--- config.mk ---
export PLATFORM = sky130hd
export DESIGN_NAME = gated_nearest_rect_matcher
export DESIGN_NICKNAME = d
export VERILOG_FILES = /design/src/rtl/gnrm_pkg.sv /design/src/rtl/gnrm_front.sv /design/src/rtl/gnrm_queue.sv /design/src/rtl/gnrm_back.sv /design/src/rtl/gated_nearest_rect_matcher.sv
export SDC_FILE = /design/constraint.sdc
export NUM_CORES = 2
export LEC_CHECK = 0
export BUFFER_PORTS_ARGS = -buffer_cell sky130_fd_sc_hd__buf_2
export CORE_UTILIZATION = 55
export DETAILED_ROUTE_END_ITERATION = 6
export PLACE_DENSITY = 0.78
export SLEW_MARGIN = 20
export SYNTH_ARGS = -nofsm -noshare
export SYNTH_HDL_FRONTEND = slang
export SYNTH_SLANG_ARGS = --single-unit
--- constraint.sdc ---
create_clock -name clock -period 13.2 [get_ports clock]
set_input_delay 1.32 -clock clock [delete_from_list [all_inputs] [get_ports clock]]
set_output_delay 1.32 -clock clock [all_outputs]
set_load 0.005 [all_outputs]
--- src/rtl/gnrm_pkg.sv ---
`timescale 1ns / 1ps
// ----------------------------------------------------------------------------
// gnrm_pkg
// Shared types and constants for the gated nearest rectangle matcher.
// ----------------------------------------------------------------------------
package gnrm_pkg;

   // coordinate and derived widths
   localparam int CoordBits    = 12;
   localparam int CentreBits   = CoordBits + 1;
   localparam int SqBits       = 2 * CentreBits;
   localparam int DistBits     = SqBits + 1;
   localparam int GateBits     = 13;
   localparam int GateSqBits   = 2 * GateBits;
   localparam int CmpBits      = (DistBits > GateSqBits) ? DistBits : GateSqBits;
   localparam int IdxBits      = 6;
   localparam int OutCentreBits = 13;

   // queue between front and back
   localparam int QueueDepth   = 4;
   localparam int QueuePtrBits = $clog2(QueueDepth);
   localparam int QueueCntBits = $clog2(QueueDepth + 1);

   // command codes
   localparam logic [1:0] CMD_START = 2'd0;
   localparam logic [1:0] CMD_CAND  = 2'd1;
   localparam logic [1:0] CMD_CLOSE = 2'd2;
   localparam logic [1:0] CMD_NONE  = 2'd3;

   localparam logic [GateBits-1:0]   GATE_RESET    = 13'd64;
   localparam logic [GateSqBits-1:0] GATE_SQ_RESET = 26'd4096;

   // input beat
   typedef struct packed {
      logic [1:0]           command;
      logic [CoordBits-1:0] rect_x;
      logic [CoordBits-1:0] rect_y;
      logic [CoordBits-1:0] rect_width;
      logic [CoordBits-1:0] rect_height;
      logic                 last_candidate;
   } req_type;

   // result beat
   typedef struct packed {
      logic                     matched;
      logic [IdxBits-1:0]       matched_index;
      logic                     track_active;
      logic [OutCentreBits-1:0] centre_x;
      logic [OutCentreBits-1:0] centre_y;
   } rsp_type;

   // classified item handed from front to back
   typedef struct packed {
      logic [1:0]            command;
      logic                  last_candidate;
      logic [CentreBits-1:0] centre_x;
      logic [CentreBits-1:0] centre_y;
   } work_type;

endpackage

--- src/rtl/gnrm_front.sv ---
`timescale 1ns / 1ps
// ----------------------------------------------------------------------------
// gnrm_front
// Accepts input beats, drops unused commands and forms rectangle centres.
// ----------------------------------------------------------------------------
module gnrm_front (
   input  logic              clock,
   input  logic              reset,
   input  logic              req_valid,
   output logic              req_stall,
   input  gnrm_pkg::req_type req_data,
   output logic              work_valid,
   input  logic              work_stall,
   output gnrm_pkg::work_type work_data
);

   logic               valid_ff, valid_in;
   gnrm_pkg::work_type item_ff, item_in;
   logic               can_load;
   logic               accept;

   // take a beat when the stage is empty or draining this cycle
   assign can_load  = !valid_ff || !work_stall;
   assign req_stall = !can_load;
   assign accept    = req_valid && can_load;

   // classify and form centres
   always_comb begin
      item_in                = item_ff;
      valid_in               = valid_ff && work_stall;
      if (accept && req_data.command != gnrm_pkg::CMD_NONE) begin
         valid_in                = 1'b1;
         item_in.command         = req_data.command;
         item_in.last_candidate  = req_data.last_candidate;
         item_in.centre_x = gnrm_pkg::CentreBits'(req_data.rect_x)
                          + gnrm_pkg::CentreBits'(req_data.rect_width >> 1);
         item_in.centre_y = gnrm_pkg::CentreBits'(req_data.rect_y)
                          + gnrm_pkg::CentreBits'(req_data.rect_height >> 1);
      end
   end

   always_ff @(posedge clock) begin
      if (reset) begin
         valid_ff <= 1'b0;
      end else begin
         valid_ff <= valid_in;
      end
      item_ff <= item_in;
   end

   assign work_valid = valid_ff;
   assign work_data  = item_ff;

endmodule

--- src/rtl/gnrm_queue.sv ---
`timescale 1ns / 1ps
// ----------------------------------------------------------------------------
// gnrm_queue
// Short register queue that decouples the front from the back.
// ----------------------------------------------------------------------------
module gnrm_queue (
   input  logic               clock,
   input  logic               reset,
   input  logic               in_valid,
   output logic               in_stall,
   input  gnrm_pkg::work_type in_data,
   output logic               out_valid,
   input  logic               out_stall,
   output gnrm_pkg::work_type out_data
);

   gnrm_pkg::work_type entry_ff [gnrm_pkg::QueueDepth];
   logic [gnrm_pkg::QueuePtrBits-1:0] wr_ptr_ff, wr_ptr_in;
   logic [gnrm_pkg::QueuePtrBits-1:0] rd_ptr_ff, rd_ptr_in;
   logic [gnrm_pkg::QueueCntBits-1:0] count_ff, count_in;
   logic push;
   logic pop;

   assign in_stall  = (count_ff == gnrm_pkg::QueueCntBits'(gnrm_pkg::QueueDepth));
   assign out_valid = (count_ff != '0);
   assign out_data  = entry_ff[rd_ptr_ff];
   assign push      = in_valid && !in_stall;
   assign pop       = out_valid && !out_stall;

   // advance pointers and fill level
   always_comb begin
      wr_ptr_in = push ? wr_ptr_ff + 1'b1 : wr_ptr_ff;
      rd_ptr_in = pop  ? rd_ptr_ff + 1'b1 : rd_ptr_ff;
      count_in  = count_ff;
      if (push && !pop) begin
         count_in = count_ff + 1'b1;
      end else if (pop && !push) begin
         count_in = count_ff - 1'b1;
      end
   end

   always_ff @(posedge clock) begin
      if (reset) begin
         wr_ptr_ff <= '0;
         rd_ptr_ff <= '0;
         count_ff  <= '0;
      end else begin
         wr_ptr_ff <= wr_ptr_in;
         rd_ptr_ff <= rd_ptr_in;
         count_ff  <= count_in;
      end
   end

   // store the pushed beat
   always_ff @(posedge clock) begin
      if (push) begin
         entry_ff[wr_ptr_ff] <= in_data;
      end
   end

endmodule

--- src/rtl/gnrm_back.sv ---
`timescale 1ns / 1ps
// ----------------------------------------------------------------------------
// gnrm_back
// Track state, distance pipeline, best-candidate search and result register.
// ----------------------------------------------------------------------------
module gnrm_back #(
   parameter int MaxCandidates = 64
) (
   input  logic                            clock,
   input  logic                            reset,
   input  logic                            csr_we,
   input  logic [gnrm_pkg::GateBits-1:0]   csr_wdata,
   input  logic                            work_valid,
   output logic                            work_stall,
   input  gnrm_pkg::work_type              work_data,
   output logic                            rsp_valid,
   input  logic                            rsp_stall,
   output gnrm_pkg::rsp_type               rsp_data
);

   localparam int CntBits = $clog2(MaxCandidates + 1);

   typedef struct packed {
      gnrm_pkg::work_type          work;
      logic [gnrm_pkg::SqBits-1:0] dx_sq;
      logic [gnrm_pkg::SqBits-1:0] dy_sq;
   } dist_type;

   // gate register and its square
   logic [gnrm_pkg::GateBits-1:0]   gate_ff;
   logic [gnrm_pkg::GateSqBits-1:0] gate_sq_ff;

   // track and frame state
   logic                              active_ff, active_in;
   logic [gnrm_pkg::CentreBits-1:0]   track_x_ff, track_x_in;
   logic [gnrm_pkg::CentreBits-1:0]   track_y_ff, track_y_in;
   logic [gnrm_pkg::DistBits-1:0]     best_dist_ff, best_dist_in;
   logic [CntBits-1:0]                best_pos_ff, best_pos_in;
   logic [gnrm_pkg::CentreBits-1:0]   best_x_ff, best_x_in;
   logic [gnrm_pkg::CentreBits-1:0]   best_y_ff, best_y_in;
   logic                              found_ff, found_in;
   logic [CntBits-1:0]                count_ff, count_in;

   // pipeline stages
   logic     s1_valid_ff, s1_valid_in;
   dist_type s1_ff, s1_in;
   logic     s2_valid_ff, s2_valid_in;
   dist_type s2_ff;
   logic              rsp_valid_ff, rsp_valid_in;
   gnrm_pkg::rsp_type rsp_data_ff, rsp_data_in;

   // control
   logic s1_changes, s2_changes, hazard, is_cand;
   logic s1_free, s2_take, s2_fire, s1_load, out_free, emits;

   // candidate evaluation
   logic [gnrm_pkg::CentreBits-1:0] dx, dy;
   logic [gnrm_pkg::DistBits-1:0]   cand_dsq;
   logic in_range, take, close;
   logic                            nb_found;
   logic [CntBits-1:0]              nb_pos;
   logic [gnrm_pkg::CentreBits-1:0] nb_x, nb_y;

   // latch gate and keep its square registered
   always_ff @(posedge clock) begin
      if (reset) begin
         gate_ff    <= gnrm_pkg::GATE_RESET;
         gate_sq_ff <= gnrm_pkg::GATE_SQ_RESET;
      end else begin
         if (csr_we) begin
            gate_ff <= csr_wdata;
         end
         gate_sq_ff <= gnrm_pkg::GateSqBits'(gate_ff) * gnrm_pkg::GateSqBits'(gate_ff);
      end
   end

   // hold candidates while a start or close ahead may move the track centre
   assign s1_changes = (s1_ff.work.command != gnrm_pkg::CMD_CAND)
                    || s1_ff.work.last_candidate;
   assign s2_changes = (s2_ff.work.command != gnrm_pkg::CMD_CAND)
                    || s2_ff.work.last_candidate;
   assign hazard  = (s1_valid_ff && s1_changes) || (s2_valid_ff && s2_changes);
   assign is_cand = (work_data.command == gnrm_pkg::CMD_CAND);

   assign out_free = !rsp_valid_ff || !rsp_stall;
   assign emits    = active_ff && ((s2_ff.work.command == gnrm_pkg::CMD_CLOSE)
                  || ((s2_ff.work.command == gnrm_pkg::CMD_CAND)
                      && s2_ff.work.last_candidate));
   assign s2_fire  = s2_valid_ff && (!emits || out_free);
   assign s2_take  = !s2_valid_ff || s2_fire;
   assign s1_free  = !s1_valid_ff || s2_take;
   assign s1_load  = work_valid && s1_free && !(is_cand && hazard);
   assign work_stall = !(s1_free && !(is_cand && hazard));

   // stage 1: absolute offsets and their squares
   always_comb begin
      dx = (work_data.centre_x > track_x_ff) ? work_data.centre_x - track_x_ff
                                             : track_x_ff - work_data.centre_x;
      dy = (work_data.centre_y > track_y_ff) ? work_data.centre_y - track_y_ff
                                             : track_y_ff - work_data.centre_y;
      s1_in       = s1_ff;
      s1_valid_in = s1_valid_ff && !s2_take;
      if (s1_load) begin
         s1_valid_in = 1'b1;
         s1_in.work  = work_data;
         s1_in.dx_sq = gnrm_pkg::SqBits'(dx) * gnrm_pkg::SqBits'(dx);
         s1_in.dy_sq = gnrm_pkg::SqBits'(dy) * gnrm_pkg::SqBits'(dy);
      end
      s2_valid_in = s2_take ? s1_valid_ff : s2_valid_ff;
   end

   // stage 2: sum, gate and best update, frame close
   always_comb begin
      cand_dsq = gnrm_pkg::DistBits'(s2_ff.dx_sq) + gnrm_pkg::DistBits'(s2_ff.dy_sq);
      in_range = (count_ff < CntBits'(MaxCandidates));
      take = (s2_ff.work.command == gnrm_pkg::CMD_CAND) && active_ff && in_range
          && (gnrm_pkg::CmpBits'(cand_dsq) < gnrm_pkg::CmpBits'(gate_sq_ff))
          && (cand_dsq < best_dist_ff);
      nb_found = found_ff || take;
      nb_pos   = take ? count_ff : best_pos_ff;
      nb_x     = take ? s2_ff.work.centre_x : best_x_ff;
      nb_y     = take ? s2_ff.work.centre_y : best_y_ff;
      close    = 1'b0;

      active_in    = active_ff;
      track_x_in   = track_x_ff;
      track_y_in   = track_y_ff;
      best_dist_in = best_dist_ff;
      best_pos_in  = best_pos_ff;
      best_x_in    = best_x_ff;
      best_y_in    = best_y_ff;
      found_in     = found_ff;
      count_in     = count_ff;

      if (s2_fire) begin
         case (s2_ff.work.command)
            gnrm_pkg::CMD_START: begin
               track_x_in = s2_ff.work.centre_x;
               track_y_in = s2_ff.work.centre_y;
               active_in  = 1'b1;
               close      = 1'b0;
            end
            gnrm_pkg::CMD_CAND: begin
               if (active_ff) begin
                  if (in_range) begin
                     count_in = count_ff + 1'b1;
                  end
                  if (take) begin
                     best_dist_in = cand_dsq;
                     best_pos_in  = nb_pos;
                     best_x_in    = nb_x;
                     best_y_in    = nb_y;
                     found_in     = 1'b1;
                  end
                  close = s2_ff.work.last_candidate;
               end
            end
            gnrm_pkg::CMD_CLOSE: begin
               close = active_ff;
            end
            default: begin
               close = 1'b0;
            end
         endcase
         if (close) begin
            if (nb_found) begin
               track_x_in = nb_x;
               track_y_in = nb_y;
            end else begin
               active_in = 1'b0;
            end
         end
         // start and close both open a fresh frame
         if (close || s2_ff.work.command == gnrm_pkg::CMD_START) begin
            best_dist_in = '1;
            best_pos_in  = '0;
            best_x_in    = '0;
            best_y_in    = '0;
            found_in     = 1'b0;
            count_in     = '0;
         end
      end
   end

   // result register
   always_comb begin
      rsp_data_in  = rsp_data_ff;
      rsp_valid_in = rsp_valid_ff && rsp_stall;
      if (s2_fire && emits) begin
         rsp_valid_in               = 1'b1;
         rsp_data_in.matched        = nb_found;
         rsp_data_in.matched_index  = nb_found ? gnrm_pkg::IdxBits'(nb_pos) : '0;
         rsp_data_in.track_active   = nb_found;
         rsp_data_in.centre_x = gnrm_pkg::OutCentreBits'(nb_found ? nb_x : track_x_ff);
         rsp_data_in.centre_y = gnrm_pkg::OutCentreBits'(nb_found ? nb_y : track_y_ff);
      end
   end

   always_ff @(posedge clock) begin
      if (reset) begin
         active_ff    <= 1'b0;
         track_x_ff   <= '0;
         track_y_ff   <= '0;
         best_dist_ff <= '1;
         best_pos_ff  <= '0;
         best_x_ff    <= '0;
         best_y_ff    <= '0;
         found_ff     <= 1'b0;
         count_ff     <= '0;
         s1_valid_ff  <= 1'b0;
         s2_valid_ff  <= 1'b0;
         rsp_valid_ff <= 1'b0;
      end else begin
         active_ff    <= active_in;
         track_x_ff   <= track_x_in;
         track_y_ff   <= track_y_in;
         best_dist_ff <= best_dist_in;
         best_pos_ff  <= best_pos_in;
         best_x_ff    <= best_x_in;
         best_y_ff    <= best_y_in;
         found_ff     <= found_in;
         count_ff     <= count_in;
         s1_valid_ff  <= s1_valid_in;
         s2_valid_ff  <= s2_valid_in;
         rsp_valid_ff <= rsp_valid_in;
      end
   end

   // payload registers
   always_ff @(posedge clock) begin
      s1_ff <= s1_in;
      if (s2_take) begin
         s2_ff <= s1_ff;
      end
      rsp_data_ff <= rsp_data_in;
   end

   assign rsp_valid = rsp_valid_ff;
   assign rsp_data  = rsp_data_ff;

endmodule

--- src/rtl/gated_nearest_rect_matcher.sv ---
`timescale 1ns / 1ps
// ----------------------------------------------------------------------------
// gated_nearest_rect_matcher
// Single-object tracker: picks the nearest gated candidate rectangle per frame.
// ----------------------------------------------------------------------------
// Candidate beats of one frame are taken at one per cycle unless a stall holds
// them. After each start beat and each frame close (a last candidate or an
// empty-frame close) the distance stage holds the next candidate until that
// beat has left the compare stage, since that candidate must be measured
// against the track centre the close has just moved. A result leaves through
// the input register, queue, offset-square stage, compare stage and result
// register after its closing beat is taken. A four-entry queue keeps the input
// side running while the result side is stalled. A gate write on csr_wdata is
// registered, and its square is registered from it before the compare uses it.
module gated_nearest_rect_matcher #(
   parameter int MAX_CANDIDATES = 64
) (
   input  logic                          clock,
   input  logic                          reset,
   input  logic                          csr_we,
   input  logic [gnrm_pkg::GateBits-1:0] csr_wdata,
   input  logic                          req_valid,
   output logic                          req_stall,
   input  gnrm_pkg::req_type             req_data,
   output logic                          rsp_valid,
   input  logic                          rsp_stall,
   output gnrm_pkg::rsp_type             rsp_data
);

   logic               front_valid, front_stall;
   gnrm_pkg::work_type front_data;
   logic               queue_valid, queue_stall;
   gnrm_pkg::work_type queue_data;

   // classify beats and form centres
   gnrm_front u_front (
      .clock      (clock),
      .reset      (reset),
      .req_valid  (req_valid),
      .req_stall  (req_stall),
      .req_data   (req_data),
      .work_valid (front_valid),
      .work_stall (front_stall),
      .work_data  (front_data)
   );

   // decouple front and back
   gnrm_queue u_queue (
      .clock     (clock),
      .reset     (reset),
      .in_valid  (front_valid),
      .in_stall  (front_stall),
      .in_data   (front_data),
      .out_valid (queue_valid),
      .out_stall (queue_stall),
      .out_data  (queue_data)
   );

   // match against the track and report
   gnrm_back #(
      .MaxCandidates (MAX_CANDIDATES)
   ) u_back (
      .clock      (clock),
      .reset      (reset),
      .csr_we     (csr_we),
      .csr_wdata  (csr_wdata),
      .work_valid (queue_valid),
      .work_stall (queue_stall),
      .work_data  (queue_data),
      .rsp_valid  (rsp_valid),
      .rsp_stall  (rsp_stall),
      .rsp_data   (rsp_data)
   );

endmodule

**Word level (Yosys, flattened, before mapping)**

Memories as Yosys holds them, arrays and structs flattened. A register that Yosys moved wholly into a read port is not among the register bits.
Index checks and enable logic that the tools add are counted.

- Bits in registers: 369
- Latch bits: 0
- RAM bits: 116
- Bits in read-only memories: 0
- Input port bits: 69
- Output and inout bits: 36
- Word-level logic and storage cells: 173
- Memories kept: 1

- Add/subtract/negate cells: 12
- $mul: 3
- Div/mod/pow operators: 0
- Order comparisons: 5
- Equality and inequality tests: 7
- Shifts and indexed selects: 0
- Muxes and demuxes: 52
- Bitwise gates (word level): 0
- Reduce and logical (&&, ||, !) cells: 55

Memory list:

| memory | depth | width | read ports | clocked after memory_dff | write ports | RTL line | source |
|---|---|---|---|---|---|---|---|
| u_queue.entry_ff | 4 | 29 | 1 | 1 | 1 | gnrm_queue.sv:17 | `gnrm_pkg::work_type entry_ff [gnrm_pkg::QueueDepth];` |

Operator list:

| operator | count |
|---|---|
| 2-to-1 mux 13 bit | 20 |
| 2-to-1 mux 27 bit | 4 |
| multiplier 13 x 13 -> 26 bit | 3 |
| 2-to-1 mux 7 bit | 9 |
| subtractor 13 bit | 4 |
| adder 26 x 26 -> 27 bit | 1 |
| < comparator 27 x 26 -> 1 bit | 1 |
| < comparator 27 bit | 1 |
| adder 12 x 11 -> 13 bit | 2 |
| greater-than comparator 13 bit | 2 |
| logical AND 1 bit | 23 |
| 2-to-1 mux 1 bit | 14 |
| zero test 1 bit | 12 |
| logical OR 1 bit | 11 |
| nonzero test 2 bit | 5 |
| AND reduction 4 bit | 2 |
| adder 7 x 1 -> 7 bit, second input constant | 1 |
| < comparator 7 bit, second input constant | 1 |
| 2-to-1 mux 3 bit | 2 |
| adder 2 x 1 -> 2 bit, second input constant | 2 |
| equality test 2 x 1 -> 1 bit, second input constant | 2 |
| 2-to-1 mux 2 bit | 2 |
| inequality test 2 x 1 -> 1 bit, second input constant | 2 |
| adder 3 x 1 -> 3 bit, second input constant | 1 |
| other kinds (7) | 7 |

**Longest topological paths before layout**

- Depth after elaboration: 14
- Depth in mapped cells: 40
- Depth with buffers taken out: 37

**By module**

Synthesis repeated with hierarchy kept, for this count alone.

- Cells, all modules: 3250
- Area total of the unflattened synthesis: 35521.6 sq um

By module, submodules not included:

| module | instances | cells an instance | area an instance (sq um) | sequential area each (sq um) |
|---|---|---|---|---|
| gnrm_back | 1 | 2885 | 28900.2 | 8438.1 |
| gnrm_queue | 1 | 202 | 4664.5 | 3663.5 |
| gnrm_front | 1 | 163 | 1956.9 | 890.9 |

**Worst setup path before layout**

OpenSTA, ideal clock, no wires.

- Kind: register to register
- Start point: reg (tool-made name)
- End point: reg u_back.s1_ff[50] (netlist name), data pin
- Library setup time: 262 ps
- Arrival: 9216 ps
- Required time: 12938 ps
- Slack: 3722 ps
- Cell stages (with the launch flop): 35
- Buffers on the path: 3
- Clock period less this slack: 9478 ps
- Cells stage by stage: dfxtp_1 buf_1 buf_1 mux4_2 inv_1 ha_1 nand3b_1 o221ai_1 nor3_1 o31ai_1 nand4_1 a21oi_4 mux2_2 a221oi_2 o21ai_1 xnor2_2 buf_4 nor2_1 fa_1 fa_1 fa_1 fa_1 inv_1 fa_1 inv_1 ha_1 o21a_1 o21a_1 a221oi_1 nor2b_1 a211o_1 a211o_1 a21oi_1 a21oi_1 xor2_1

RTL lines:

| what | RTL line | source |
|---|---|---|
| end signal: assignment | gnrm_back.sv:231 | `s1_ff <= s1_in;` |
| end: declaration | gnrm_back.sv:46 | `dist_type s1_ff, s1_in;` |

==> impl_metrics.env <==
export IMPL_status="finished clean"
export IMPL_syn_inst=3308
export IMPL_clkTransAtPathRegs_ps=70
export IMPL_track_usage=0.226
export IMPL_htreeDepth=2
export IMPL_cts_buffers=45
export IMPL_grt_max_degree=72
export IMPL_postCtsResizedCells=0
export IMPL_avgSynthCellArea_um2=10.7
export IMPL_rsz0062_at_grt="no"
export IMPL_slowest_delay_ps=760
export IMPL_clock_fmax_mhz=98.1
export IMPL_viasPerCell=5.50
export IMPL_grt_busiest_layer="met2"
export IMPL_final_core_util=0.603
export IMPL_antenna_found_initial=3
export IMPL_synthFlopType="edfxtp_1"
export IMPL_port_buffers=102
export IMPL_num_rows=92
export IMPL_drtIter0Drc=1529
export IMPL_num_fill_cells=5029
export IMPL_fin_nets=4118
export IMPL_core_mm2=0.0634
export IMPL_synthesis_nets=4038
export IMPL_postCtsHoldBufs=0
export IMPL_slew_viol_final=0
export IMPL_setup_viol=0
export IMPL_min_period_over_period=0.773
export IMPL_overflow=0
export IMPL_dr_pass1_iters=5
export IMPL_async_flop_share=0
export IMPL_hp_class="reg -> reg"
export IMPL_synth_area_mm2=0.0354
export IMPL_cts_root_buffer="clkbuf_16"
export IMPL_tns_ps=0
export IMPL_startpoint_type="register"
export IMPL_yosysWarnings=0
export IMPL_fin_skew_ps=27.5
export IMPL_synth_seq_cells=481
export IMPL_tightest_slew_ps=1020
export IMPL_cts_num_sinks=481
export IMPL_hpwl_mm=54.0
export IMPL_drtAntennaViolNets=0
export IMPL_arrival_ps=10500
export IMPL_grt_pass1_vias=24700
export IMPL_synth_edf_count=336
export IMPL_placedCellCount=4187
export IMPL_seq_area_frac_synth=0.367
export IMPL_multi_input_area_mm2=0.0197
export IMPL_clock_path_buffers=3
export IMPL_slowest_stage="dfxtp_4"
export IMPL_grt_use_met3=0.0287
export IMPL_seqCellArea_mm2=0.0130
export IMPL_synth_cell_types=90
export IMPL_initial_core_util=0.559
export IMPL_post_drt_wl_per_cell_um=16.9
export IMPL_relSlewSlack=0.314
export IMPL_drc=0
export IMPL_drive_gt1_frac=0.0844
export IMPL_endpoint_kind="register"
export IMPL_path_class="reg -> reg"
export IMPL_final_hold_viol_count=0
export IMPL_cts_setup_buffers=0
export IMPL_vias=23500
export IMPL_layout_cells_non_filler=4272
export IMPL_period_needed_ps=10200
export IMPL_drt_wl_total_mm=72.2
export IMPL_syn2layout_area_growth_pct=7.88
export IMPL_die_area_mm2=0.0655
export IMPL_use_met1=0.284
export IMPL_die_h_um=256
export IMPL_cts_tree="done"
export IMPL_die_width_um=256
export IMPL_crit_required_ps=13500
export IMPL_cap_viol_max_count=0
export IMPL_worst_skew_pair_late_latency_ps=580
export IMPL_grt_pass1_wl_mm=120
export IMPL_grtUsageMet2=0.402
export IMPL_place_gp_congestion=0.901
export IMPL_path_max_fanout=29
export IMPL_ioPinCount=105
[worst max-delay path: cells and delay by family, from the launching register on]
family / cells / cell delay, ps
muxes: 2 / 1070
and+or+nand+nor: 6 / 920
buffers and inverters: 5 / 590
adders and majority gates: 7 / 3030
DFF: 1 / 760
AOI/OAI and AO/OA: 10 / 2690
xor gates and xnor gates: 2 / 850
[synthesized netlist by cell type, types with 47 or more instances]
master      n  area, µm²
dfxtp_1   145       2900
nand2_1   195        732
fa_1      294       5890
a21o_1     57        428
a21oi_1   146        731
mux2i_1    56        561
clkbuf_1   47        176
inv_1     615       2310
o21ai_0   131        656
ha_1      367       4590
nor2_1    233        875
and2_1     61        382
xnor2_1    86        753
edfxtp_1  336      10100
[area by class of cell]
| type | count | area share |
|---|---|---|
| clock buffers | 64 | 0.0334 |
| inverters | 620 | 0.0609 |
| flip-flops and latches | 481 | 0.340 |
| clock inverters | 19 | 0.00399 |
| repair buffers | 124 | 0.0177 |
| well taps | 846 | 0.0277 |
| multi-input cells | 2116 | 0.516 |
| diodes | 2 | 0.000131 |
[per-stage QoR]
step           worst slack (ps)  cell area [µm²]  hold slack, ps
5_1_grt                    2230            38200             422
3_3_place_gp               2860            36800             401
6_report                   3000            38200             415
3_5_place_dp               2790            36800             405
2_1_floorplan              3720            35400             400
4_1_cts                    2730            38200             418
[routing by layer]
| metal | vias to the layer above | part of all wire |
|---|---|---|
| met5 | - | 0.00011 |
| met4 | 2 | 0.028 |
| met3 | 126 | 0.054 |
| met2 | 637 | 0.50 |
| met1 | 11600 | 0.42 |
| li1 | 11100 | - |
[flip-flops by register name, summed over array words and instances (netlist names), named ones only]
signal / flops
u_back.active_ff: 1
u_queue.entry_ff: 116
u_queue.wr_ptr_ff: 2
u_queue.count_ff: 3
u_back.best_dist_ff: 27
u_back.s2_ff: 79
u_back.s1_ff: 79
u_back.track_x_ff: 13
u_back.best_pos_ff: 6
u_back.rsp_valid: 1
u_back.best_y_ff: 13
u_front.work_data: 29
u_queue.rd_ptr_ff: 2
u_front.work_valid: 1
u_back.s1_valid_ff: 1
u_back.rsp_data: 33
u_back.found_ff: 1
u_back.s2_valid_ff: 1
u_back.count_ff: 7
u_back.track_y_ff: 13
u_back.gate_sq_ff: 25
u_back.best_x_ff: 13
u_back.gate_ff: 13
[worst paths after layout]
kind                            slack (ps)               end        startpoint  cells past startpoint
worst min register to register         420  u_back.s2_ff[41]  u_back.s1_ff[41]                      0
worst min-delay path                   420  u_back.s2_ff[41]  u_back.s1_ff[41]                      0
worst max register to register        3000  u_back.s1_ff[50]          register                     32
worst max-delay path                  3000  u_back.s1_ff[50]          register                     32
[cells by family after synthesis]
logic type,share of synthesized area
fa+ha+maj,0.296
flops,0.367
mux,0.0374
compound gates,0.0958
simple gates,0.0903
buf+inv,0.0778
xor+xnor,0.0365
[cells in the final DEF (no fill, tap or decap), types with 32 or more instances in the layout]
master     Yosys  layout
edfxtp_1     336     336
a211oi_1      36      36
o21ai_0      131     131
and2_1        61      58
inv_1        615     615
xor2_1        46      46
fa_1         294     294
xnor2_1       86      86
a21o_1        57      57
ha_1         367     367
nand2b_1      32      32
a21oi_1      146     146
nand2_1      195     194
mux2i_1       56      56
nor3_1        36      36
dfxtp_1      145     143
nor2b_1       32      32
clkbuf_16      0      46
nor2_1       233     232
buf_2         17     101
Power is left out: the tool's default activity adds up to more than one toggle a clock period on the data nets, which glitch-free logic cannot reach.
